`config.mk`:
```
export PLATFORM = sky130hd
export DESIGN_NAME = sqd_scale
export DESIGN_NICKNAME = d
export VERILOG_FILES = /design/src/sqd_pkg.sv /design/src/sqd_scale.sv
export SDC_FILE = /design/constraint.sdc
export NUM_CORES = 1
export LEC_CHECK = 0
export BUFFER_PORTS_ARGS = -buffer_cell sky130_fd_sc_hd__buf_2
export CORE_ASPECT_RATIO = 1.1
export CORE_MARGIN = 4
export CORE_UTILIZATION = 35
export CTS_CLUSTER_SIZE = 28
export DETAILED_ROUTE_END_ITERATION = 12
export SYNTH_ARGS = -nofsm -noshare
export SYNTH_HDL_FRONTEND = slang
export SYNTH_SLANG_ARGS = --single-unit
```
`constraint.sdc`:
```
create_clock -name clock -period 7.7 [get_ports clock]
set_clock_uncertainty 0.05 [all_clocks]
set_input_delay 0.77 -clock clock [delete_from_list [all_inputs] [get_ports clock]]
set_output_delay 0.77 -clock clock [all_outputs]
set_load 0.01 [all_outputs]
```
`src/sqd_pkg.sv`:
```
`timescale 1ns / 1ps
`default_nettype none
// ----------------------------------------------------------------------------
// sqd_pkg
// Shared types, constant tables and elaboration-time helpers for the
// square-to-disk mapping pipeline.
// ----------------------------------------------------------------------------
package sqd_pkg;

   typedef enum logic [1:0] {
      QUAD_EAST  = 2'd0,
      QUAD_NORTH = 2'd1,
      QUAD_WEST  = 2'd2,
      QUAD_SOUTH = 2'd3
   } quadrant_type;

   localparam int ATAN_ENTRIES = 30;

   // pi/4 in Q32, rounded
   localparam logic [31:0] PI_QUARTER_Q32 = 32'd3373259426;

   // atan(2^-i) in Q32, rounded
   localparam logic [31:0] ATAN_Q32 [ATAN_ENTRIES] = '{
      32'd3373259426, 32'd1991351318, 32'd1052175346, 32'd534100635,
      32'd268086748,  32'd134174063,  32'd67103403,   32'd33553749,
      32'd16777131,   32'd8388597,    32'd4194303,    32'd2097152,
      32'd1048576,    32'd524288,     32'd262144,     32'd131072,
      32'd65536,      32'd32768,      32'd16384,      32'd8192,
      32'd4096,       32'd2048,       32'd1024,       32'd512,
      32'd256,        32'd128,        32'd64,         32'd32,
      32'd16,         32'd8
   };

   function automatic logic [63:0] isqrt64(input logic [63:0] n_arg);
      logic [63:0] n;
      logic [63:0] res;
      logic [63:0] bitv;
      n    = n_arg;
      res  = '0;
      bitv = 64'd1 << 62;
      for (int i = 0; i < 32; i++) begin
         if (bitv > n) begin
            bitv = bitv >> 2;
         end
      end
      for (int i = 0; i < 32; i++) begin
         if (bitv != 64'd0) begin
            if (n >= res + bitv) begin
               n   = n - (res + bitv);
               res = (res >> 1) + bitv;
            end else begin
               res = res >> 1;
            end
            bitv = bitv >> 2;
         end
      end
      return res;
   endfunction

   // cordic gain compensation in Q32, evaluated at elaboration only
   function automatic logic [31:0] cordic_gain_q32(input int steps);
      logic [63:0] p;
      logic [63:0] s;
      logic [63:0] num;
      logic [64:0] rem;
      logic [63:0] quo;
      p = 64'd1 << 32;
      for (int i = 0; i < ATAN_ENTRIES; i++) begin
         if (i < steps) begin
            p = p + (p >> (2 * i));
         end
      end
      s = isqrt64(p << 30);
      if (s == 64'd0) begin
         return 32'd0;
      end
      num = (64'd1 << 63) + (s >> 1);
      rem = '0;
      quo = '0;
      // restoring long division, one quotient bit per pass
      for (int i = 63; i >= 0; i--) begin
         rem = {rem[63:0], num[i]};
         if (rem >= {1'b0, s}) begin
            rem    = rem - {1'b0, s};
            quo[i] = 1'b1;
         end
      end
      return quo[31:0];
   endfunction

endpackage
`default_nettype wire

```
`src/sqd_scale.sv`:
```
`timescale 1ns / 1ps
`default_nettype none
// ----------------------------------------------------------------------------
// sqd_scale
// Two stages: multiply the quotient by pi/4 and the radius by the cordic
// gain compensation, then round both products back to Q(FRAC_BITS).
// ----------------------------------------------------------------------------
module sqd_scale #(
   parameter int FRAC_BITS    = 16,
   parameter int CORDIC_STEPS = 16
) (
   input  wire logic                       clock,
   input  wire logic                       reset,
   input  wire logic                       in_valid,
   output logic                            in_ready,
   input  wire logic [FRAC_BITS:0]         q_mag,
   input  wire logic [FRAC_BITS:0]         radius,
   input  wire logic                       in_neg,
   input  wire sqd_pkg::quadrant_type      in_quad,
   output logic                            out_valid,
   input  wire logic                       out_ready,
   output logic signed [FRAC_BITS+2:0]     theta,
   output logic signed [FRAC_BITS+2:0]     x_start,
   output sqd_pkg::quadrant_type           out_quad
);

   localparam int          PW   = FRAC_BITS + 33;
   localparam logic [31:0] GAIN = sqd_pkg::cordic_gain_q32(CORDIC_STEPS);
   localparam logic [PW:0] HALF = (PW+1)'(1) << 31;

   logic [1:0]              vld_ff;
   logic [2:0]              rdy;
   logic [PW-1:0]           pt_ff;
   logic [PW-1:0]           pg_ff;
   logic                    neg_ff;
   sqd_pkg::quadrant_type   quad_a_ff;
   logic signed [FRAC_BITS+2:0] theta_ff;
   logic signed [FRAC_BITS+2:0] x_ff;
   sqd_pkg::quadrant_type   quad_b_ff;

   logic [PW:0]             pt_rnd;
   logic [PW:0]             pg_rnd;
   logic [FRAC_BITS+2:0]    tm;
   logic [FRAC_BITS+2:0]    theta_in;

   assign rdy[2]   = out_ready;
   assign rdy[1]   = !vld_ff[1] || rdy[2];
   assign rdy[0]   = !vld_ff[0] || rdy[1];
   assign in_ready = rdy[0];

   always_comb begin
      pt_rnd   = {1'b0, pt_ff} + HALF;
      pg_rnd   = {1'b0, pg_ff} + HALF;
      tm       = {2'b00, pt_rnd[FRAC_BITS+32:32]};
      theta_in = neg_ff ? -tm : tm;
   end

   always_ff @(posedge clock) begin
      if (reset) begin
         vld_ff <= '0;
      end else begin
         if (rdy[0]) begin
            vld_ff[0] <= in_valid;
         end
         if (rdy[1]) begin
            vld_ff[1] <= vld_ff[0];
         end
      end
   end

   always_ff @(posedge clock) begin
      if (rdy[0]) begin
         pt_ff     <= PW'(q_mag) * PW'(sqd_pkg::PI_QUARTER_Q32);
         pg_ff     <= PW'(radius) * PW'(GAIN);
         neg_ff    <= in_neg;
         quad_a_ff <= in_quad;
      end
      if (rdy[1]) begin
         theta_ff  <= $signed(theta_in);
         x_ff      <= $signed({2'b00, pg_rnd[FRAC_BITS+32:32]});
         quad_b_ff <= quad_a_ff;
      end
   end

   assign out_valid = vld_ff[1];
   assign theta     = theta_ff;
   assign x_start   = x_ff;
   assign out_quad  = quad_b_ff;

endmodule
`default_nettype wire

```
**After elaboration in Yosys (flattened, before gate mapping)**

Cells that the tools add are included.

- Add/sub/neg operators: 3
- Muxes and demuxes: 1
- Multipliers: 2
- Reduce and logical (&&, ||, !) cells: 4

Operators by type and width:

| operator | count |
|---|---|
| $add A49 B32 Y49 const B | 2 |
| $mul A17 B32 Y49 const B | 1 |
| $mul A17 B31 Y48 const B | 1 |
| $neg A17 Y19 | 1 |
| $mux W17 | 1 |
| $logic_not A1 Y1 | 2 |
| $logic_or A1 B1 Y1 | 2 |

- Word-level logic and storage cells: 20
- Register bits after elaboration: 140

**Depth between registers and ports, before layout**

- Depth in word-level cells: 3
- Mapped depth: 22

**Least setup slack after synthesis**

Ideal clock, no wire load.

- Kind: input port to flip-flop
- From: input q_mag[2]
- To: register pt_ff[43], data pin
- Slack: 1,303 ps
- Arrival: 6,083 ps
- Buffers on the path: 0
- Library setup time: 264 ps
- Stages: 19
- Cell sequence: inv_1 > fa_1 > inv_1 > fa_1 > fa_1 > fa_1 > inv_1 > fa_1 > fa_1 > inv_1 > ha_1 > and4_1 > and4_1 > a32o_1 > o31ai_2 > o211ai_1 > a21o_1 > a221oi_1 > xnor2_1

- Longest elaborated chain between the ends: 1

RTL lines:

| what | line | text |
|---|---|---|
| start, declared | sqd_scale.sv:16 | `input wire logic [FRAC_BITS:0] q_mag,` |
| $mul A17 B31 Y48 | sqd_scale.sv:73 | `pt_ff <= PW'(q_mag) * PW'(sqd_pkg::PI_QUARTER_Q32);` |
| end signal, assigned | sqd_scale.sv:73 |  |
| end, declared | sqd_scale.sv:33 | `logic [PW-1:0] pt_ff;` |

Every way passes these cells.
A chain may end at the register's enable or synchronous reset.

**Worst setup path after layout**

- From: input q_mag[3]
- To: register pt_ff[44], data pin

The elaborated chain is that of the path after synthesis.

==> impl_metrics.env <==
export IMPL_ios=83
export IMPL_die_h_um=259
export IMPL_dp_worst_setup_slack_ns=0.519
export IMPL_ant_nets=0
export IMPL_clock_path_buffers=2
export IMPL_required_ns=7.73
export IMPL_cts_root_buf="clkbuf_16"
export IMPL_clk_latency_ns=0.34
export IMPL_drive_gt1_share_pct=5.77
export IMPL_endpoint_kind="flip-flop"
export IMPL_grt_pass1_vias=15086
export IMPL_wl_per_cell_um=18.1
export IMPL_drc=0
export IMPL_async_flop_share_pct=0
export IMPL_crit_buf_inv=5
export IMPL_synth_edf_count=77
export IMPL_drv_cap=0
export IMPL_cts_resized_gates=0
export IMPL_rsz0062_at_grt="no"
export IMPL_cp_arrival_ns=6.85
export IMPL_hold_violations=0
export IMPL_vias_per_cell=4.87
export IMPL_grt_pass1_wl_um=82000
export IMPL_mappedNetlistArea_sq_um=20100
export IMPL_cts_tree="done"
export IMPL_synth_main_ff_cell="edfxtp_1"
export IMPL_num_rows=91
export IMPL_drt_wl_total_um=50700
export IMPL_initial_core_util_pct=35.6
export IMPL_cts_buffers=9
export IMPL_die_area_sq_um=61400
export IMPL_dr_pass1_iters=5
export IMPL_hold_ws_ns=0.371
export IMPL_worstPathMaxFanout=7
export IMPL_dp_hpwl_um=45800
export IMPL_post_cts_setup_buffers=0
export IMPL_port_buffer_count=80
export IMPL_ys_seq_area_share_pct=11.7
export IMPL_final_min_clock_period_ns=6.82
export IMPL_finalSetupTns_ns=0
export IMPL_syn_to_final_growth_pct=7.79
export IMPL_drtIter0Drc=637
export IMPL_final_setup_worst_slack_ns=0.877
export IMPL_maxSlewHeadroom_pct=34.3
export IMPL_critical_path_cell_chain="buf_2 > inv_1 > fa_1 > fa_1 > fa_1 > inv_1 > fa_1 > inv_1 > fa_1 > inv_1 > fa_1 > ha_1 > a21oi_1 > o22ai_1 > a31o_2 > o41ai_1 > o31ai_1 > a221oi_1 > o21ai_1 > xor2_1"
export IMPL_clock_sinks=79
export IMPL_ctsHoldBuffers=0
export IMPL_min_period_over_period_pct=88.6
export IMPL_crit_top_cell="fa_1"
export IMPL_placedCellCount=2789
export IMPL_report_final_setup_viol=0
export IMPL_outcome="finished, final reports clean"
export IMPL_grt_max_degree=41
export IMPL_instances_no_fill=2806
export IMPL_synth_distinct_cells=71
export IMPL_track_usage_pct=16.9
export IMPL_slowest_delay_ns=0.70
export IMPL_startpoint_type="primary input"
export IMPL_hold_path_class="flip-flop to flip-flop"
export IMPL_grt_overflow_total=0
export IMPL_critPathKind="primary input to flip-flop"
export IMPL_routed_via_count=13671
export IMPL_syn_inst=1981
export IMPL_final_nets=2821
export IMPL_cts_clk_slew_worst_paths_ns=0.06
export IMPL_drv_slew=0
export IMPL_cpLargestDelayFamily="adder cells"
export IMPL_core_area_sq_um=56500
export IMPL_fmax_mhz=147
export IMPL_die_w_um=237
export IMPL_place_congestion=0.995
export IMPL_worstMarginPinSlew_ns=0.982
export IMPL_critical_path_slowest_cell="fa_1"
export IMPL_synth_seq_cells=79
export IMPL_cts_htree_levels=3
export IMPL_syn_avg_cell_area_sq_um=10.2
export IMPL_antenna_found_initial=1
export IMPL_nFillCells=5698
export IMPL_yosys_warnings=0
[cell type report]
type | instances | area (sq um) | area share (%)
Clock buffer | 9 | 225 | 1.04
Inverter | 584 | 2190 | 10.1
Timing Repair Buffer | 81 | 408 | 1.88
Multi-Input combinational cell | 1301 | 15500 | 71.4
Antenna cell | 1 | 2.50 | 0.0115
Sequential cell | 79 | 2350 | 10.8
Tap cell | 744 | 931 | 4.29
Clock inverter | 7 | 86.3 | 0.398
[metal layers]
layer	global-route usage [%]	part of all wire, %	vias up
li1	-	-	6455
met5	0	0	-
met3	3.08	5.4	54
met2	29.4	50	317
met4	3.10	1.8	0
met1	22.2	43	6845
[kinds of logic (layout without fill, tap and decap cells)]
kind of cell | Yosys count | count (layout) | share of synthesized area (%)
xor+xnor | 95 | 95 | 4.21
compound gates | 230 | 230 | 7.71
buf+inv | 602 | 681 | 11.4
mux | 2 | 2 | 0.106
other cells | 1 | 3 | 0.0186
fa+ha+maj | 724 | 724 | 58.7
flops | 79 | 79 | 11.7
simple gates | 248 | 248 | 6.25
[through the flow]
step	area, sq um	utilization [%]
CTS	21700	38.4
global route	21700	38.4
detailed placement	21400	37.8
finish	21700	38.4
global placement	21400	37.8
floorplan	20100	-
[cells in the mapped netlist (3+ instances only)]
library cell	n	share of area, %
a2111o_1	3	0.17
a211oi_1	7	0.26
a21o_1	40	1.5
a21oi_1	69	1.7
a221oi_1	3	0.13
a311oi_1	5	0.22
a31oi_1	10	0.31
a41oi_1	5	0.22
and2_1	12	0.37
and3_1	13	0.40
and4_1	5	0.22
clkbuf_1	13	0.24
edfxtp_1	77	11
fa_1	365	36
ha_1	359	22
inv_1	584	11
nand2_1	75	1.4
nand3_1	34	0.85
nand4_1	18	0.56
nor2_1	41	0.77
nor2b_1	5	0.16
nor3_1	12	0.30
nor4_1	9	0.28
o2111a_1	3	0.17
o211ai_1	10	0.37
o21a_1	7	0.26
o21ai_0	29	0.72
o21bai_1	7	0.26
o22ai_1	3	0.093
o31ai_1	4	0.15
or2_2	6	0.19
or3_1	4	0.12
xnor2_1	65	2.8
xor2_1	28	1.2
[state kept, by name, summed over array words and instances (netlist names)]
signal	flops
quad_a_ff	2
theta	19
pg_ff	18
out_quad	2
vld_ff	2
x_start	17
pt_ff	18
neg_ff	1
[cell usage in the layout (no fill, tap or decap), types with 34 or more instances in the layout]
master / count
nand2_1: 74
a21o_1: 40
ha_1: 359
inv_1: 584
buf_2: 80
xnor2_1: 65
a21oi_1: 69
nor2_1: 41
edfxtp_1: 77
fa_1: 365
nand3_1: 34
[worst paths after layout]
kind / depth (start not counted) / slack [ns] / end / startpoint
setup reg to reg: 8 / 4.65 / theta[15] / pt_ff[34]
setup / recovery: 20 / 0.88 / pt_ff[44] / q_mag[3]
hold / removal: 0 / 0.37 / out_quad[0] / quad_a_ff[0]
hold reg to reg: 0 / 0.37 / out_quad[0] / quad_a_ff[0]
Power is not shown: default switching activity piles up to over one toggle a cycle in this logic, so the estimate is an artifact.
