`src/sqd_pkg.sv`:
```
`timescale 1ns / 1ps
`default_nettype none
// ----------------------------------------------------------------------------
// sqd_pkg
// Shared types, constant tables and elaboration-time helpers for the
// square-to-disk mapping pipeline.
// ----------------------------------------------------------------------------
package sqd_pkg;

   typedef enum logic [1:0] {
      QUAD_EAST  = 2'd0,
      QUAD_NORTH = 2'd1,
      QUAD_WEST  = 2'd2,
      QUAD_SOUTH = 2'd3
   } quadrant_type;

   localparam int ATAN_ENTRIES = 30;

   // pi/4 in Q32, rounded
   localparam logic [31:0] PI_QUARTER_Q32 = 32'd3373259426;

   // atan(2^-i) in Q32, rounded
   localparam logic [31:0] ATAN_Q32 [ATAN_ENTRIES] = '{
      32'd3373259426, 32'd1991351318, 32'd1052175346, 32'd534100635,
      32'd268086748,  32'd134174063,  32'd67103403,   32'd33553749,
      32'd16777131,   32'd8388597,    32'd4194303,    32'd2097152,
      32'd1048576,    32'd524288,     32'd262144,     32'd131072,
      32'd65536,      32'd32768,      32'd16384,      32'd8192,
      32'd4096,       32'd2048,       32'd1024,       32'd512,
      32'd256,        32'd128,        32'd64,         32'd32,
      32'd16,         32'd8
   };

   function automatic logic [63:0] isqrt64(input logic [63:0] n_arg);
      logic [63:0] n;
      logic [63:0] res;
      logic [63:0] bitv;
      n    = n_arg;
      res  = '0;
      bitv = 64'd1 << 62;
      for (int i = 0; i < 32; i++) begin
         if (bitv > n) begin
            bitv = bitv >> 2;
         end
      end
      for (int i = 0; i < 32; i++) begin
         if (bitv != 64'd0) begin
            if (n >= res + bitv) begin
               n   = n - (res + bitv);
               res = (res >> 1) + bitv;
            end else begin
               res = res >> 1;
            end
            bitv = bitv >> 2;
         end
      end
      return res;
   endfunction

   // cordic gain compensation in Q32, evaluated at elaboration only
   function automatic logic [31:0] cordic_gain_q32(input int steps);
      logic [63:0] p;
      logic [63:0] s;
      logic [63:0] num;
      logic [64:0] rem;
      logic [63:0] quo;
      p = 64'd1 << 32;
      for (int i = 0; i < ATAN_ENTRIES; i++) begin
         if (i < steps) begin
            p = p + (p >> (2 * i));
         end
      end
      s = isqrt64(p << 30);
      if (s == 64'd0) begin
         return 32'd0;
      end
      num = (64'd1 << 63) + (s >> 1);
      rem = '0;
      quo = '0;
      // restoring long division, one quotient bit per pass
      for (int i = 63; i >= 0; i--) begin
         rem = {rem[63:0], num[i]};
         if (rem >= {1'b0, s}) begin
            rem    = rem - {1'b0, s};
            quo[i] = 1'b1;
         end
      end
      return quo[31:0];
   endfunction

endpackage
`default_nettype wire

```
`src/sqd_divider.sv`:
```
`timescale 1ns / 1ps
`default_nettype none
// ----------------------------------------------------------------------------
// sqd_divider
// Pipelined restoring divider, one quotient bit per stage, giving
// num * 2^FRAC_BITS / den for num <= den; a zero divisor gives zero.
// ----------------------------------------------------------------------------
module sqd_divider #(
   parameter int FRAC_BITS = 16
) (
   input  wire logic                     clock,
   input  wire logic                     reset,
   input  wire logic                     in_valid,
   output logic                          in_ready,
   input  wire logic [FRAC_BITS:0]       num_mag,
   input  wire logic [FRAC_BITS:0]       den_mag,
   input  wire logic                     in_neg,
   input  wire sqd_pkg::quadrant_type    in_quad,
   output logic                          out_valid,
   input  wire logic                     out_ready,
   output logic [FRAC_BITS:0]            q_mag,
   output logic [FRAC_BITS:0]            radius,
   output logic                          out_neg,
   output sqd_pkg::quadrant_type         out_quad
);

   localparam int NST = FRAC_BITS + 1;

   logic [NST-1:0]          vld_ff;
   logic [NST:0]            rdy;
   logic [FRAC_BITS+1:0]    rem_ff  [NST];
   logic [FRAC_BITS:0]      den_ff  [NST];
   logic [FRAC_BITS:0]      quo_ff  [NST];
   logic                    neg_ff  [NST];
   sqd_pkg::quadrant_type   quad_ff [NST];

   assign rdy[NST] = out_ready;
   assign in_ready = rdy[0];

   for (genvar j = 0; j < NST; j++) begin : g_stage
      logic                  vld_src;
      logic [FRAC_BITS+1:0]  rem_src;
      logic [FRAC_BITS:0]    den_src;
      logic [FRAC_BITS:0]    quo_src;
      logic                  neg_src;
      sqd_pkg::quadrant_type quad_src;
      logic                  take;
      logic [FRAC_BITS+1:0]  diff;
      logic [FRAC_BITS+1:0]  rem_in;
      logic [FRAC_BITS:0]    quo_in;

      if (j == 0) begin : g_head
         assign vld_src  = in_valid;
         assign rem_src  = {1'b0, num_mag};
         assign den_src  = den_mag;
         assign quo_src  = '0;
         assign neg_src  = in_neg;
         assign quad_src = in_quad;
      end else begin : g_body
         assign vld_src  = vld_ff[j-1];
         assign rem_src  = rem_ff[j-1];
         assign den_src  = den_ff[j-1];
         assign quo_src  = quo_ff[j-1];
         assign neg_src  = neg_ff[j-1];
         assign quad_src = quad_ff[j-1];
      end

      assign rdy[j] = !vld_ff[j] || rdy[j+1];

      always_comb begin
         take   = rem_src >= {1'b0, den_src};
         diff   = take ? rem_src - {1'b0, den_src} : rem_src;
         rem_in = {diff[FRAC_BITS:0], 1'b0};
         quo_in = {quo_src[FRAC_BITS-1:0], take};
      end

      always_ff @(posedge clock) begin
         if (reset) begin
            vld_ff[j] <= 1'b0;
         end else if (rdy[j]) begin
            vld_ff[j] <= vld_src;
         end
      end

      always_ff @(posedge clock) begin
         if (rdy[j]) begin
            rem_ff[j]  <= rem_in;
            den_ff[j]  <= den_src;
            quo_ff[j]  <= quo_in;
            neg_ff[j]  <= neg_src;
            quad_ff[j] <= quad_src;
         end
      end
   end

   assign out_valid = vld_ff[NST-1];
   assign q_mag     = (den_ff[NST-1] == '0) ? '0 : quo_ff[NST-1];
   assign radius    = den_ff[NST-1];
   assign out_neg   = neg_ff[NST-1];
   assign out_quad  = quad_ff[NST-1];

endmodule
`default_nettype wire

```
`config.mk`:
```
export PLATFORM = sky130hd
export DESIGN_NAME = sqd_divider
export DESIGN_NICKNAME = d
export VERILOG_FILES = /design/src/sqd_pkg.sv /design/src/sqd_divider.sv
export SDC_FILE = /design/constraint.sdc
export NUM_CORES = 1
export LEC_CHECK = 0
export BUFFER_PORTS_ARGS = -buffer_cell sky130_fd_sc_hd__buf_4
export CAP_MARGIN = 10
export CORE_MARGIN = 4
export CORE_UTILIZATION = 55
export CTS_BUF_LIST = sky130_fd_sc_hd__clkbuf_4 sky130_fd_sc_hd__clkbuf_8
export DETAILED_ROUTE_END_ITERATION = 6
export PLACE_DENSITY = 0.69
export SKIP_LAST_GASP = 1
export SLEW_MARGIN = 0
export SYNTH_ARGS = -nofsm -noshare
export SYNTH_HDL_FRONTEND = slang
export SYNTH_SLANG_ARGS = --single-unit
```
`constraint.sdc`:
```
create_clock -name clock -period 11.05 [get_ports clock]
set_input_delay 2.21 -clock clock [delete_from_list [all_inputs] [get_ports clock]]
set_output_delay 2.21 -clock clock [all_outputs]
set_load 0.03 [all_outputs]
```
---- Yosys cells after proc, flatten, opt, wreduce, memory -nomap -nowiden ----
Memory sizes are Yosys's and may differ from the RTL's.
Index checks and enable logic that the tools add are counted.
W data, S select, Z words.
word-level totals
  bits in registers ....................... 17
  bits in writable memories ............... 918
  output and inout bits ................... 39
  memories ................................ 5
operators by class
  $add $sub $neg .......................... 17
  order comparisons ....................... 17
  muxes and demuxes ....................... 52
  reductions and logical operators ........ 35
memory list
  name     depth  bits a word  rd ports  clocked after memory_dff  write ports  RTL line           RTL
  den_ff   17     17           17        0                         17           sqd_divider.sv:32  logic [FRAC_BITS:0] den_ff [NST];
  quo_ff   17     17           17        0                         17           sqd_divider.sv:33  logic [FRAC_BITS:0] quo_ff [NST];
  rem_ff   17     17           16        0                         17           sqd_divider.sv:31  logic [FRAC_BITS+1:0] rem_ff [NST];
  quad_ff  17     2            17        0                         17           sqd_divider.sv:35  sqd_pkg::quadrant_type quad_ff [NST];
  neg_ff   17     1            17        0                         17           sqd_divider.sv:34  logic neg_ff [NST];
operator list
  cell                number
  $mux W17            18
  $sub A17 B17 Y17    17
  $ge A18 B17 Y1      16
  $mux W1             34
  $ge A17 B17 Y1      1
  $logic_not A1 Y1    17
  $logic_not A17 Y1   1
  $logic_or A1 B1 Y1  17

---- Depth between registers and ports, before layout ----
  depth after elaboration ................. 20
  gate-level depth with buffers ........... 13
  gate-level depth less buffers ........... 11

---- Least setup slack after synthesis ----
Ideal clock, no wire load.
  path kind ............................... in2out
  start ................................... input out_ready
  end ..................................... output in_ready
  arrival time ............................ 7.250 ns
  data required time ...................... 8.840 ns
  path slack .............................. 1.590 ns
  stages on the path ...................... 9
  buffers on the path ..................... 0
  cells stage by stage .................... and2b_1 > and2_1 > inv_1 > nor2_1 > and2_2 > inv_1 > nor3_1 > nand4_1 > or2_2
on the way
  word-level cells in the longest chain between the ends .. 17
RTL lines
  item                              RTL line           RTL
  from (decl)                       sqd_divider.sv:20  input wire logic out_ready,
  $logic_or A1 B1 Y1 (2 in a row)   sqd_divider.sv:68  assign rdy[j] = !vld_ff[j] || rdy[j+1];
  via rdy[15]                       sqd_divider.sv:30  logic [NST:0] rdy;
  $logic_or A1 B1 Y1 (4 in a row)   sqd_divider.sv:68
  via rdy[11]                       sqd_divider.sv:30
  $logic_or A1 B1 Y1 (10 in a row)  sqd_divider.sv:68
  via rdy[1]                        sqd_divider.sv:30
  $logic_or A1 B1 Y1                sqd_divider.sv:68
  to (decl)                         sqd_divider.sv:14  output logic in_ready,
The timed path passes the listed nets, and every way through them passes these cells.

---- Worst setup path after layout ----
Same ends and word-level chain as after synthesis.

==> results.yml <==
outcome:
  outcome: "finished clean"
floorplan:
  rows: 99
  die-width_um: 279.8
  ioPinCount: 80
  coreArea_mm2: 0.07308
  dieHeight_um: 279.8
  start_util: 0.5561
  fp.dieArea_mm2: 0.07831
yosys:
  synth_fa_ha_area_frac: 0.09654
  synth_top_area_share: 0.5652
  synth_compound_area_frac: 0.1142
  yosys-top-cells-area: "edfxtp_1, ha_1, inv_1, xnor2_1, a21oi_1"
  syn_inst: 3374
  async_flop_share: 0
  synth_top_family_by_area: "compound AO/OA/AOI/OAI gates"
  synth.distinct_cells: 83
  yosys_warnings: 0
  syn_area_per_cell_um2: 12.05
  synth_top_area_cell: "edfxtp_1"
  syn_area_mm2: 0.04064
  ys_ff_latch: 782
  synth_xor_area_frac: 0.04008
  synth_ff_type: "edfxtp_1"
  synthMuxAreaShare: 0.03346
  yosysSeqAreaShare: 0.5736
  synth_fp_nets: 3719
  synth_edf_count: 765
  synth_simple_gate_area_frac: 0.09811
routing:
  via_per_inst: 5.697
  num_vias: 26217
  wire_per_inst_um: 19.27
  remaining_drc_errors: 0
  routed_wl_mm: 88.67
  ant_nets: 0
  drtIter0Drc: 1791
  firstDrtPassIters: 6
final_layout:
  nets: 3885
  syn_to_final_growth_pct: 10.77
  post-route-util: 0.6160
  drive_gt1_frac: 0.1271
  finalNonFillerCells: 4602
place:
  place.port_buffers: 79
  post-place-ws_ns: 2.702
  globalplace.congestion: 0.9107
  dpl.cell_count: 4364
  dp_hpwl_mm: 66.36
setup_path:
  crit_arrival_ns: 6.17
  required_ns: 8.84
  crit_path_top_delay_cell: "nor3_1"
  critPathMaxFanout: 54
  path_class: "input port to output port"
  critPathLaunchType: "input port"
  cpMostUsedCell: "buf_4"
  cp-end-kind: "output port"
  slowest_delay_ns: 1.02
  critPathLaunch: "out_ready"
  r2r_start: "out_valid"
  crit_chain: "buf_4 -> and2b_1 -> and2_1 -> inv_2 -> buf_4 -> nor2_1 -> and2_2 -> inv_2 -> nor3_1 -> nand4_1 -> buf_4 -> or2_2 -> buf_4"
power:
  irDropWorstVdd_mv: 0.1924
  p_leak_nw: 18.65
  powerDensity_mw_per_mm2: 287.2
clocking:
  clock-sinks: 782
  cts_resized: 0
  path_clk_slew_ns: 0.06
  cts_tree: "built"
  post-cts-setup-buffers: 0
  clockBufferDepth: 3
  numCtsBuffers: 132
  root_buffer: "clkbuf_8"
  clk_latency_ns: 0.78
  ctsHoldBuffers: 0
  h-tree-depth: 4
worst_hold_path:
  hp-class: "register to register"
  worstHoldStart: "quo_ff[0][194]"
job:
  max_cap_viol_count: 0
sta:
  hold_viol_final: 0
  timing.fmax_ghz: 0.1193
  finalCritPeriodShare: 0.7584
  setup_ws_ns: 2.670
  layout_min_cycle_time_ns: 8.380
  setup-tns-final_ns: 0
  finalClockSkew_ns: 0.03473
  max_slew_margin: 0.2149
  finalSetupViolCount: 0
  maxSlewViolCount: 0
  holdWs_ns: 0.4035
  worst_pin_slew_ns: 1.178
  rsz0062_at_grt: "no"
global_route:
  grt_start_max_net_pins: 55
  grt_first_pass_wirelength_mm: 139.0
  grt_usage: 0.2256
  gr-total-overflow: 0
  grt_pass1_vias: 26289
  grt_antenna_before_repair: 1
## final timing paths
kind,to,slack (ns),cells after the start
min,quo_ff[0][212],0.40,0
max reg2reg,den_ff[0][10],6.19,12
max,in_ready,2.67,13
min reg2reg,quo_ff[0][212],0.40,0
## worst max-delay path: cells and delay by family
| kind | cells | cell delay [ns] |
|---|---|---|
| buffers and inverters | 6 | 1.33 |
| and+or+nand+nor | 7 | 2.49 |
## cells by family after synthesis
kind of cell,count (synthesis)
muxes,120
xor gates and xnor gates,186
adders and majority gates,304
DFF,782
buffers and inverters,447
AOI/OAI and AO/OA,718
and+or+nand+nor,817
## cell usage after synthesis (12+ instances only)
cell type / instances
edfxtp_1: 765
inv_1: 381
ha_1: 288
nand2_1: 214
nor2_1: 209
a21oi_1: 199
o21ai_0: 181
xnor2_1: 114
mux2_2: 86
nor3_1: 79
xor2_1: 72
nor2b_1: 61
a21o_1: 53
nand2b_1: 52
nand3_1: 46
o21a_1: 42
nand4_1: 38
a31oi_1: 33
clkbuf_1: 32
o31ai_1: 32
a211oi_1: 20
buf_4: 20
or2_2: 20
a21boi_0: 18
and3_1: 17
dfxtp_1: 17
fa_1: 16
or3_1: 16
mux2i_1: 14
nor4_1: 14
o21bai_1: 14
mux2_1: 13
o211ai_1: 12
## metal layers
layer  vias to the layer above  share of wire  track usage
li1                      12696              -            -
met1                     12631           0.40       0.2597
met2                       698           0.52       0.4174
met3                       192          0.040      0.03767
met4                         0          0.037      0.09292
met5                         -              0            0
## power breakdown
group	switching (W)	internal, W
sequential	0.000504	0.00448
clock	0.00121	0.00142
combinational	0.00297	0.00235
## cell usage in the layout, fill, tap and decap left out, types with 13 or more instances in the layout
master	netlist	layout
a21oi_1	199	199
and3_1	17	17
nor3_1	79	79
fa_1	16	16
o21a_1	42	42
nor2b_1	61	61
nand2_1	214	209
a31oi_1	33	30
inv_1	381	377
edfxtp_1	765	765
ha_1	288	288
buf_4	20	95
clkbuf_4	0	39
nand4_1	38	38
nor4_1	14	13
mux2_2	86	86
o21bai_1	14	14
a211oi_1	20	20
clkbuf_8	0	138
or3_1	16	16
mux2i_1	14	14
nand2b_1	52	52
or2_2	20	20
a21boi_0	18	18
xor2_1	72	72
a21o_1	53	53
o21ai_0	181	180
nor2_1	209	209
dfxtp_1	17	17
o31ai_1	32	32
mux2_1	13	13
nand3_1	46	44
clkinv_1	0	28
xnor2_1	114	114
## flip-flops by register name, summed over array words and instances, names as in the netlist
name and count:
den_ff 289, rem_ff 272, quo_ff 153, quad_ff 34, neg_ff 17, g_stage.vld_src 16
out_valid 1
## cell type report
class | instances | area, um2
multi-input cells | 2145 | 15610
clock buffers | 177 | 2192
diodes | 1 | 2.502
fillers | 5719 | 28060
flip-flops and latches | 782 | 23310
inverters | 383 | 1438
well taps | 959 | 1200
clock inverters | 59 | 533.0
repair buffers | 96 | 733.2
## stage by stage
stage / instance area, um2 / total power [W]
final: 45020 / 0.01293
after floorplan: 40640 / 0.008893
after global placement: 42270 / 0.01016
after detailed placement: 42270 / 0.01030
after global routing: 45020 / 0.01380
after CTS: 45000 / 0.01300
No activity file was read; power rests on OpenSTA's default activity.
