<file path="src/sqd_pkg.sv">
`timescale 1ns / 1ps
`default_nettype none
// ----------------------------------------------------------------------------
// sqd_pkg
// Shared types, constant tables and elaboration-time helpers for the
// square-to-disk mapping pipeline.
// ----------------------------------------------------------------------------
package sqd_pkg;

   typedef enum logic [1:0] {
      QUAD_EAST  = 2'd0,
      QUAD_NORTH = 2'd1,
      QUAD_WEST  = 2'd2,
      QUAD_SOUTH = 2'd3
   } quadrant_type;

   localparam int ATAN_ENTRIES = 30;

   // pi/4 in Q32, rounded
   localparam logic [31:0] PI_QUARTER_Q32 = 32'd3373259426;

   // atan(2^-i) in Q32, rounded
   localparam logic [31:0] ATAN_Q32 [ATAN_ENTRIES] = '{
      32'd3373259426, 32'd1991351318, 32'd1052175346, 32'd534100635,
      32'd268086748,  32'd134174063,  32'd67103403,   32'd33553749,
      32'd16777131,   32'd8388597,    32'd4194303,    32'd2097152,
      32'd1048576,    32'd524288,     32'd262144,     32'd131072,
      32'd65536,      32'd32768,      32'd16384,      32'd8192,
      32'd4096,       32'd2048,       32'd1024,       32'd512,
      32'd256,        32'd128,        32'd64,         32'd32,
      32'd16,         32'd8
   };

   function automatic logic [63:0] isqrt64(input logic [63:0] n_arg);
      logic [63:0] n;
      logic [63:0] res;
      logic [63:0] bitv;
      n    = n_arg;
      res  = '0;
      bitv = 64'd1 << 62;
      for (int i = 0; i < 32; i++) begin
         if (bitv > n) begin
            bitv = bitv >> 2;
         end
      end
      for (int i = 0; i < 32; i++) begin
         if (bitv != 64'd0) begin
            if (n >= res + bitv) begin
               n   = n - (res + bitv);
               res = (res >> 1) + bitv;
            end else begin
               res = res >> 1;
            end
            bitv = bitv >> 2;
         end
      end
      return res;
   endfunction

   // cordic gain compensation in Q32, evaluated at elaboration only
   function automatic logic [31:0] cordic_gain_q32(input int steps);
      logic [63:0] p;
      logic [63:0] s;
      logic [63:0] num;
      logic [64:0] rem;
      logic [63:0] quo;
      p = 64'd1 << 32;
      for (int i = 0; i < ATAN_ENTRIES; i++) begin
         if (i < steps) begin
            p = p + (p >> (2 * i));
         end
      end
      s = isqrt64(p << 30);
      if (s == 64'd0) begin
         return 32'd0;
      end
      num = (64'd1 << 63) + (s >> 1);
      rem = '0;
      quo = '0;
      // restoring long division, one quotient bit per pass
      for (int i = 63; i >= 0; i--) begin
         rem = {rem[63:0], num[i]};
         if (rem >= {1'b0, s}) begin
            rem    = rem - {1'b0, s};
            quo[i] = 1'b1;
         end
      end
      return quo[31:0];
   endfunction

endpackage
`default_nettype wire

</file>
<file path="src/sqd_cordic.sv">
`timescale 1ns / 1ps
`default_nettype none
// ----------------------------------------------------------------------------
// sqd_cordic
// Unrolled rotation-mode cordic, one micro-rotation per register stage.
// ----------------------------------------------------------------------------
module sqd_cordic #(
   parameter int FRAC_BITS    = 16,
   parameter int CORDIC_STEPS = 16
) (
   input  wire logic                       clock,
   input  wire logic                       reset,
   input  wire logic                       in_valid,
   output logic                            in_ready,
   input  wire logic signed [FRAC_BITS+2:0] theta,
   input  wire logic signed [FRAC_BITS+2:0] x_start,
   input  wire sqd_pkg::quadrant_type      in_quad,
   output logic                            out_valid,
   input  wire logic                       out_ready,
   output logic signed [FRAC_BITS+2:0]     x_out,
   output logic signed [FRAC_BITS+2:0]     y_out,
   output sqd_pkg::quadrant_type           out_quad
);

   localparam int W = FRAC_BITS + 3;

   logic [CORDIC_STEPS-1:0]  vld_ff;
   logic [CORDIC_STEPS:0]    rdy;
   logic signed [W-1:0]      x_ff    [CORDIC_STEPS];
   logic signed [W-1:0]      y_ff    [CORDIC_STEPS];
   logic signed [W-1:0]      z_ff    [CORDIC_STEPS];
   sqd_pkg::quadrant_type    quad_ff [CORDIC_STEPS];

   assign rdy[CORDIC_STEPS] = out_ready;
   assign in_ready          = rdy[0];

   for (genvar i = 0; i < CORDIC_STEPS; i++) begin : g_step
      localparam logic [32:0] TR =
         (33'(sqd_pkg::ATAN_Q32[i]) + (33'd1 << (31 - FRAC_BITS))) >> (32 - FRAC_BITS);
      localparam logic signed [W-1:0] ANG = $signed(TR[W-1:0]);

      logic                  vld_src;
      logic signed [W-1:0]   x_src;
      logic signed [W-1:0]   y_src;
      logic signed [W-1:0]   z_src;
      sqd_pkg::quadrant_type quad_src;
      logic signed [W-1:0]   dx;
      logic signed [W-1:0]   dy;
      logic signed [W-1:0]   x_in;
      logic signed [W-1:0]   y_in;
      logic signed [W-1:0]   z_in;

      if (i == 0) begin : g_head
         assign vld_src  = in_valid;
         assign x_src    = x_start;
         assign y_src    = '0;
         assign z_src    = theta;
         assign quad_src = in_quad;
      end else begin : g_body
         assign vld_src  = vld_ff[i-1];
         assign x_src    = x_ff[i-1];
         assign y_src    = y_ff[i-1];
         assign z_src    = z_ff[i-1];
         assign quad_src = quad_ff[i-1];
      end

      assign rdy[i] = !vld_ff[i] || rdy[i+1];

      always_comb begin
         dx = y_src >>> i;
         dy = x_src >>> i;
         if (!z_src[W-1]) begin
            x_in = x_src - dx;
            y_in = y_src + dy;
            z_in = z_src - ANG;
         end else begin
            x_in = x_src + dx;
            y_in = y_src - dy;
            z_in = z_src + ANG;
         end
      end

      always_ff @(posedge clock) begin
         if (reset) begin
            vld_ff[i] <= 1'b0;
         end else if (rdy[i]) begin
            vld_ff[i] <= vld_src;
         end
      end

      always_ff @(posedge clock) begin
         if (rdy[i]) begin
            x_ff[i]    <= x_in;
            y_ff[i]    <= y_in;
            z_ff[i]    <= z_in;
            quad_ff[i] <= quad_src;
         end
      end
   end

   assign out_valid = vld_ff[CORDIC_STEPS-1];
   assign x_out     = x_ff[CORDIC_STEPS-1];
   assign y_out     = y_ff[CORDIC_STEPS-1];
   assign out_quad  = quad_ff[CORDIC_STEPS-1];

endmodule
`default_nettype wire

</file>
<file path="config.mk">
export PLATFORM = sky130hd
export DESIGN_NAME = sqd_cordic
export DESIGN_NICKNAME = d
export VERILOG_FILES = /design/src/sqd_pkg.sv /design/src/sqd_cordic.sv
export SDC_FILE = /design/constraint.sdc
export NUM_CORES = 2
export LEC_CHECK = 0
export ABC_AREA = 1
export BUFFER_PORTS_ARGS = -buffer_cell sky130_fd_sc_hd__buf_2
export CORE_AREA = 2 2 367 369
export CTS_CLUSTER_DIAMETER = 120
export DETAILED_ROUTE_END_ITERATION = 16
export DIE_AREA = 0 0 369 371
export GPL_TIMING_DRIVEN = 0
export HOLD_SLACK_MARGIN = 0.05
export PLACE_DENSITY = 0.67
export SYNTH_ARGS = -nofsm -noshare
export SYNTH_HDL_FRONTEND = slang
export SYNTH_SLANG_ARGS = --single-unit
export TNS_END_PERCENT = 20
</file>
<file path="constraint.sdc">
create_clock -name clock -period 11.3 [get_ports clock]
set_clock_uncertainty 0.1 [all_clocks]
set_input_delay 0.565 -clock clock [delete_from_list [all_inputs] [get_ports clock]]
set_output_delay 0.565 -clock clock [all_outputs]
set_load 0.01 [all_outputs]
</file>
Yosys cells after proc, flatten, opt, wreduce, memory -nomap -nowiden --
Memory sizes are Yosys's and may differ from the RTL's. Index checks and enable logic that the tools add are counted.
Word-level totals: bits in registers 16, bits in writable memories 944, output and inout port bits 42, memories kept 4
Memories:
- x_ff | depth 16, bits a word 19, rd ports 16, clocked after memory_dff 0, write ports 16, line sqd_cordic.sv:29 | logic signed [W-1:0] x_ff [CORDIC_STEPS];
- y_ff | depth 16, bits a word 19, rd ports 16, clocked after memory_dff 0, write ports 16, line sqd_cordic.sv:30 | logic signed [W-1:0] y_ff [CORDIC_STEPS];
- z_ff | depth 16, bits a word 19, rd ports 15, clocked after memory_dff 0, write ports 16, line sqd_cordic.sv:31 | logic signed [W-1:0] z_ff [CORDIC_STEPS];
- quad_ff | depth 16, bits a word 2, rd ports 16, clocked after memory_dff 0, write ports 16, line sqd_cordic.sv:32 | sqd_pkg::quadrant_type quad_ff [CORDIC_STEPS];
Operators by class: $add $sub $neg 93, mux-type cells 79, reductions and logical operators 32
Operator list (count):
- 19-bit 2-to-1 mux | 47
- 19-bit by 10-bit adder with 19-bit output | 2
- 19-bit by 11-bit adder with 19-bit output | 2
- 19-bit by 12-bit adder with 19-bit output | 2
- 19-bit by 12-bit adder with 19-bit output (second input constant) | 2
- 19-bit by 13-bit adder with 19-bit output | 2
- 19-bit by 14-bit adder with 19-bit output | 2
- 19-bit by 15-bit adder with 19-bit output | 2
- 19-bit by 16-bit adder with 19-bit output | 2
- 19-bit by 17-bit adder with 19-bit output | 2
- 19-bit by 18-bit adder with 19-bit output | 2
- 19-bit by 4-bit adder with 19-bit output | 2
- 19-bit by 5-bit adder with 19-bit output | 2
- 19-bit by 6-bit adder with 19-bit output | 2
- 19-bit by 7-bit adder with 19-bit output | 2
- 19-bit by 8-bit adder with 19-bit output | 2
- 19-bit by 9-bit adder with 19-bit output | 2
- 19-bit by 10-bit subtractor with 19-bit output | 2
- 19-bit by 11-bit subtractor with 19-bit output | 2
- 19-bit by 12-bit subtractor with 19-bit output | 2
- 19-bit by 12-bit subtractor with 19-bit output (second input constant) | 2
- 19-bit by 13-bit subtractor with 19-bit output | 2
- 19-bit by 14-bit subtractor with 19-bit output | 2
- 19-bit by 15-bit subtractor with 19-bit output | 2
- 41 further kinds | 111

Depth between registers and ports, before layout --
word-level depth 19, depth in mapped cells 20

Worst setup path before layout --
Ideal clock, no wire load.
path kind input to register, start point input out_ready, end point memory quad_ff[0][4] in the netlist's numbering, enable pin, arrival 4.832 ns, path slack 5.701 ns, cell stages on the path 8, buffers on the path 0, path through inv_1 > nand4_4 > nor3_4 > nand4_4 > nor2_4 > nand4_4 > nor2_8 > nand2_1
RTL lines:
- from (decl) | line sqd_cordic.sv:19 | input wire logic out_ready,
- to (decl) | line sqd_cordic.sv:32

Final worst setup path --
start point register vld_ff[15], in the netlist out_valid, end point output in_ready
Between the ends: longest elaborated chain between the ends 17
RTL lines:
- from (decl) | line sqd_cordic.sv:27 | logic [CORDIC_STEPS-1:0] vld_ff;
- from (signal, indexed assignment) | line sqd_cordic.sv:87 | vld_ff[i] <= vld_src;
- 1-bit logical NOT | line sqd_cordic.sv:67 | assign rdy[i] = !vld_ff[i] || rdy[i+1];
- 1-bit logical OR (3 in series) | line sqd_cordic.sv:67
- named net rdy[13] | line sqd_cordic.sv:28 | logic [CORDIC_STEPS:0] rdy;
- 1-bit logical OR (5 in series) | line sqd_cordic.sv:67
- named net rdy[8] | line sqd_cordic.sv:28
- 1-bit logical OR (4 in series) | line sqd_cordic.sv:67
- named net rdy[4] | line sqd_cordic.sv:28
- 1-bit logical OR (4 in series) | line sqd_cordic.sv:67
- to (decl) | line sqd_cordic.sv:14 | output logic in_ready,
The timed path passes the listed nets, and every way through them passes these cells.

==> results by group <==
Place
  • Detailed Place HPWL: 136 mm
  • Gp weighted congestion: about 0.95
  • # port buffers: 84

Worst setup path
  • Most used cell, CP: nand4_4
  • Sum of buffers and inverters on the critical path: 1
  • Worst-path fanout max: a little over 60
  • Reg-to-reg startpoint: out_valid
  • Critical Path Stages: 8
  • Worst EP required: between 10000 and 15000 ps
  • Worst-path cell chain: nand4_4 > nor3_4 > nand4_4 > nor2_4 > nand4_4 > nor2_8 > nand4_4 > buf_2
  • Max incr delay on CP: just under 1000 ps
  • Reg2reg end: y_ff[0][1]
  • Crit start category: flip-flop
  • Crit Path Category: reg -> out
  • Slowest cell on the critical path: nand4_4
  • CP endpoint kind: primary output
  • Arrival time of the worst setup path: between 6000 and 7000 ps
  • Largest delay share family, worst path: simple AND/OR/NAND/NOR gates
  • R2R cell count: 7
  • Flop2flop setup slack: about 5000 ps

GRT
  • GRT Total Usage: 24.6%
  • Initial antenna violation count: 1
  • GRT overflow: 0
  • Largest net degree at the start of global routing: 62
  • Vias in the first global route: between 50000 and 60000
  • First-pass GRT wire length: around 270 mm

Routing
  • Pre-antenna DRT Iters: 6
  • Via count: roughly 53000
  • Initial drt markers: 3700
  • Drt wl/cell: ~17 µm
  • Drc violations: 0
  • Final ANT Viol Nets: 0
  • DRT Wirelength: ~170 mm
  • Post-DR vias/cell: around 5.5

Synthesis
  • FFs w/ async S/R, synth: 0%
  • Warning count from the yosys run: 0
  • Syn Std Cell Area: approximately 69000 µm²
  • Register bit total from synthesis: around 900
  • Synth Flop Type: edfxtp_1
  • Synthesized area per cell: between 9 and 10 µm²
  • Synthesized net count: ~8500
  • Library cells used by synthesis: 57
  • Gate Count Post-Synth: roughly 7600
  • Register area share after synthesis: 39.4%
  • Post-synth EDFFs: around 890

STA
  • Fin. max-slew vios: 0
  • Setup TNS: 0 ps
  • Relative slew slack: around a tenth
  • Unrepaired setup endpoints after global routing: false
  • Fmax: around 130 MHz
  • Count of final hold-check violations: 0
  • Least-Margin Pin Slew: roughly 1300 ps
  • Min cycle time layout: roughly 7500 ps
  • Setup Viol. Count Final: 0
  • Final period util: around two thirds

Finish
  • Filler instances: ~12000
  • Area Growth Syn to Fin: 9.72%
  • Number of nets in the layout: 8702
  • Diode count: 0
  • Most frequent cells in the layout: nand2_1, a21oi_1, edfxtp_1, ha_1, xor2_1
  • Layout cell share with drive strength beyond 1: between 4 and 5%
  • Commonest non-fill, non-tap cell in the layout: nand2_1

CTS
  • CTS sink count: 904
  • Root Buffer: clkbuf_16
  • Clock Latency Late Sink: between 700 and 800 ps
  • Clk pin slew, worst setup/hold paths: approximately 60 ps
  • TritonCTS buffer count: 102
  • TritonCTS clock tree: built
  • Post-CTS Setup Inserts: 0
  • H-tree depth: 3
  • Clock Path Buffers: 3

Min path
  • Hold crit path type: in -> reg
  • Hold Path Stages: 2
  • Hold wc startpoint: reset
  • Hold Path End: out_valid

Floorplanning
  • Total core area: 133000 µm²
  • Top-Level Pins: 86
  • Cell Rows: around 130
  • Die Footprint: 137000 µm²
  • Vert. Die Dim: 371 µm
  • Die X: around 370 µm
  • Initial Util: 51.6%

Run status
  • Status: finished clean

Job
  • Max-Cap Viols: 0
## flip-flops by register name (all words and copies together) (netlist names)
register and cells:
g_step.vld_src 15, out_valid 1, quad_ff 32, x_ff 304, y_ff 303, z_ff 249
## metal layers
| metal | track usage [%] | share of wire (%) | vias to the layer above |
|---|---|---|---|
| met5 | 0 | 0 | - |
| met2 | 42.1 | 47 | 1197 |
| met3 | 2.55 | 4.6 | 256 |
| met4 | 7.43 | 2.7 | 0 |
| met1 | 32.9 | 46 | 24900 |
| li1 | - | - | 27000 |
## cell usage after synthesis, types with 53 or more instances
| master | number | share of area [%] |
|---|---|---|
| nand3_1 | 238 | 1.7 |
| o31ai_1 | 63 | 0.69 |
| o21ai_2 | 53 | 0.68 |
| xor2_1 | 700 | 8.9 |
| nor3_1 | 108 | 0.79 |
| nand4_1 | 98 | 0.89 |
| ha_1 | 811 | 15 |
| o21ai_0 | 543 | 4.0 |
| edfxtp_1 | 888 | 39 |
| xnor2_1 | 266 | 3.4 |
| inv_1 | 687 | 3.8 |
| nand2_1 | 1293 | 7.1 |
| a21oi_1 | 933 | 6.8 |
| nor2_1 | 549 | 3.0 |
## worst max-delay path by stage
stage	from	end	slack [ps]
after floorplan	out_ready	quad_ff[0][4]	5700
after global placement	out_ready	y_ff[0][39]	3810
after detailed placement	out_ready	in_ready	3870
after CTS	out_valid	in_ready	3430
after global routing	out_valid	in_ready	2960
final	out_valid	in_ready	3780
## layout make-up
| class | count | area [µm²] | share of cell area, % |
|---|---|---|---|
| repair buffers | 123 | 933 | 1.24 |
| plain buffers | 53 | 214 | 0.285 |
| well taps | 1768 | 2210 | 2.94 |
| flip-flops and latches | 904 | 27000 | 35.9 |
| clock buffers | 115 | 2600 | 3.46 |
| inverters | 694 | 2610 | 3.46 |
| multi-input cells | 5926 | 38800 | 51.6 |
| clock inverters | 75 | 878 | 1.17 |
## per-stage QoR
step                      util (%)  hold WS (ps)  instances  instance area (µm²)  worst slack [ps]
after floorplan                  -           300       7577                68500              5700
after detailed placement      53.8           305       9441                71500              3870
after CTS                     56.6          51.5       9658                75200              3430
after global placement        53.6           304       9429                71200              3810
after global routing          56.6          99.9       9658                75200              2960
final                         56.6          97.4       9658                75200              3780
## worst reg2reg max path, delay by kind of cell (launching register included)
family / cells / cell delay (ps)
DFF: 1 / 440
and+or+nand+nor: 7 / 5170
## cells by family (layout without fill, tap and decap cells)
kind of cell,after synthesis,in the layout,share of synthesized area [%]
buf+inv,747,1060,4.11
compound gates,1731,1731,13.6
xor+xnor,966,966,12.3
fa+ha+maj,854,854,16.1
flops,904,904,39.4
simple gates,2375,2375,14.5
## timing repair
item | 4_1_cts | 5_1_grt
endpoints found under the hold margin | 35 | 0
resized for setup | 0 | 0
hold buffers | 27 | 0
Power is not shown: default switching activity piles up to over one toggle a cycle in this logic, so the estimate is an artifact.
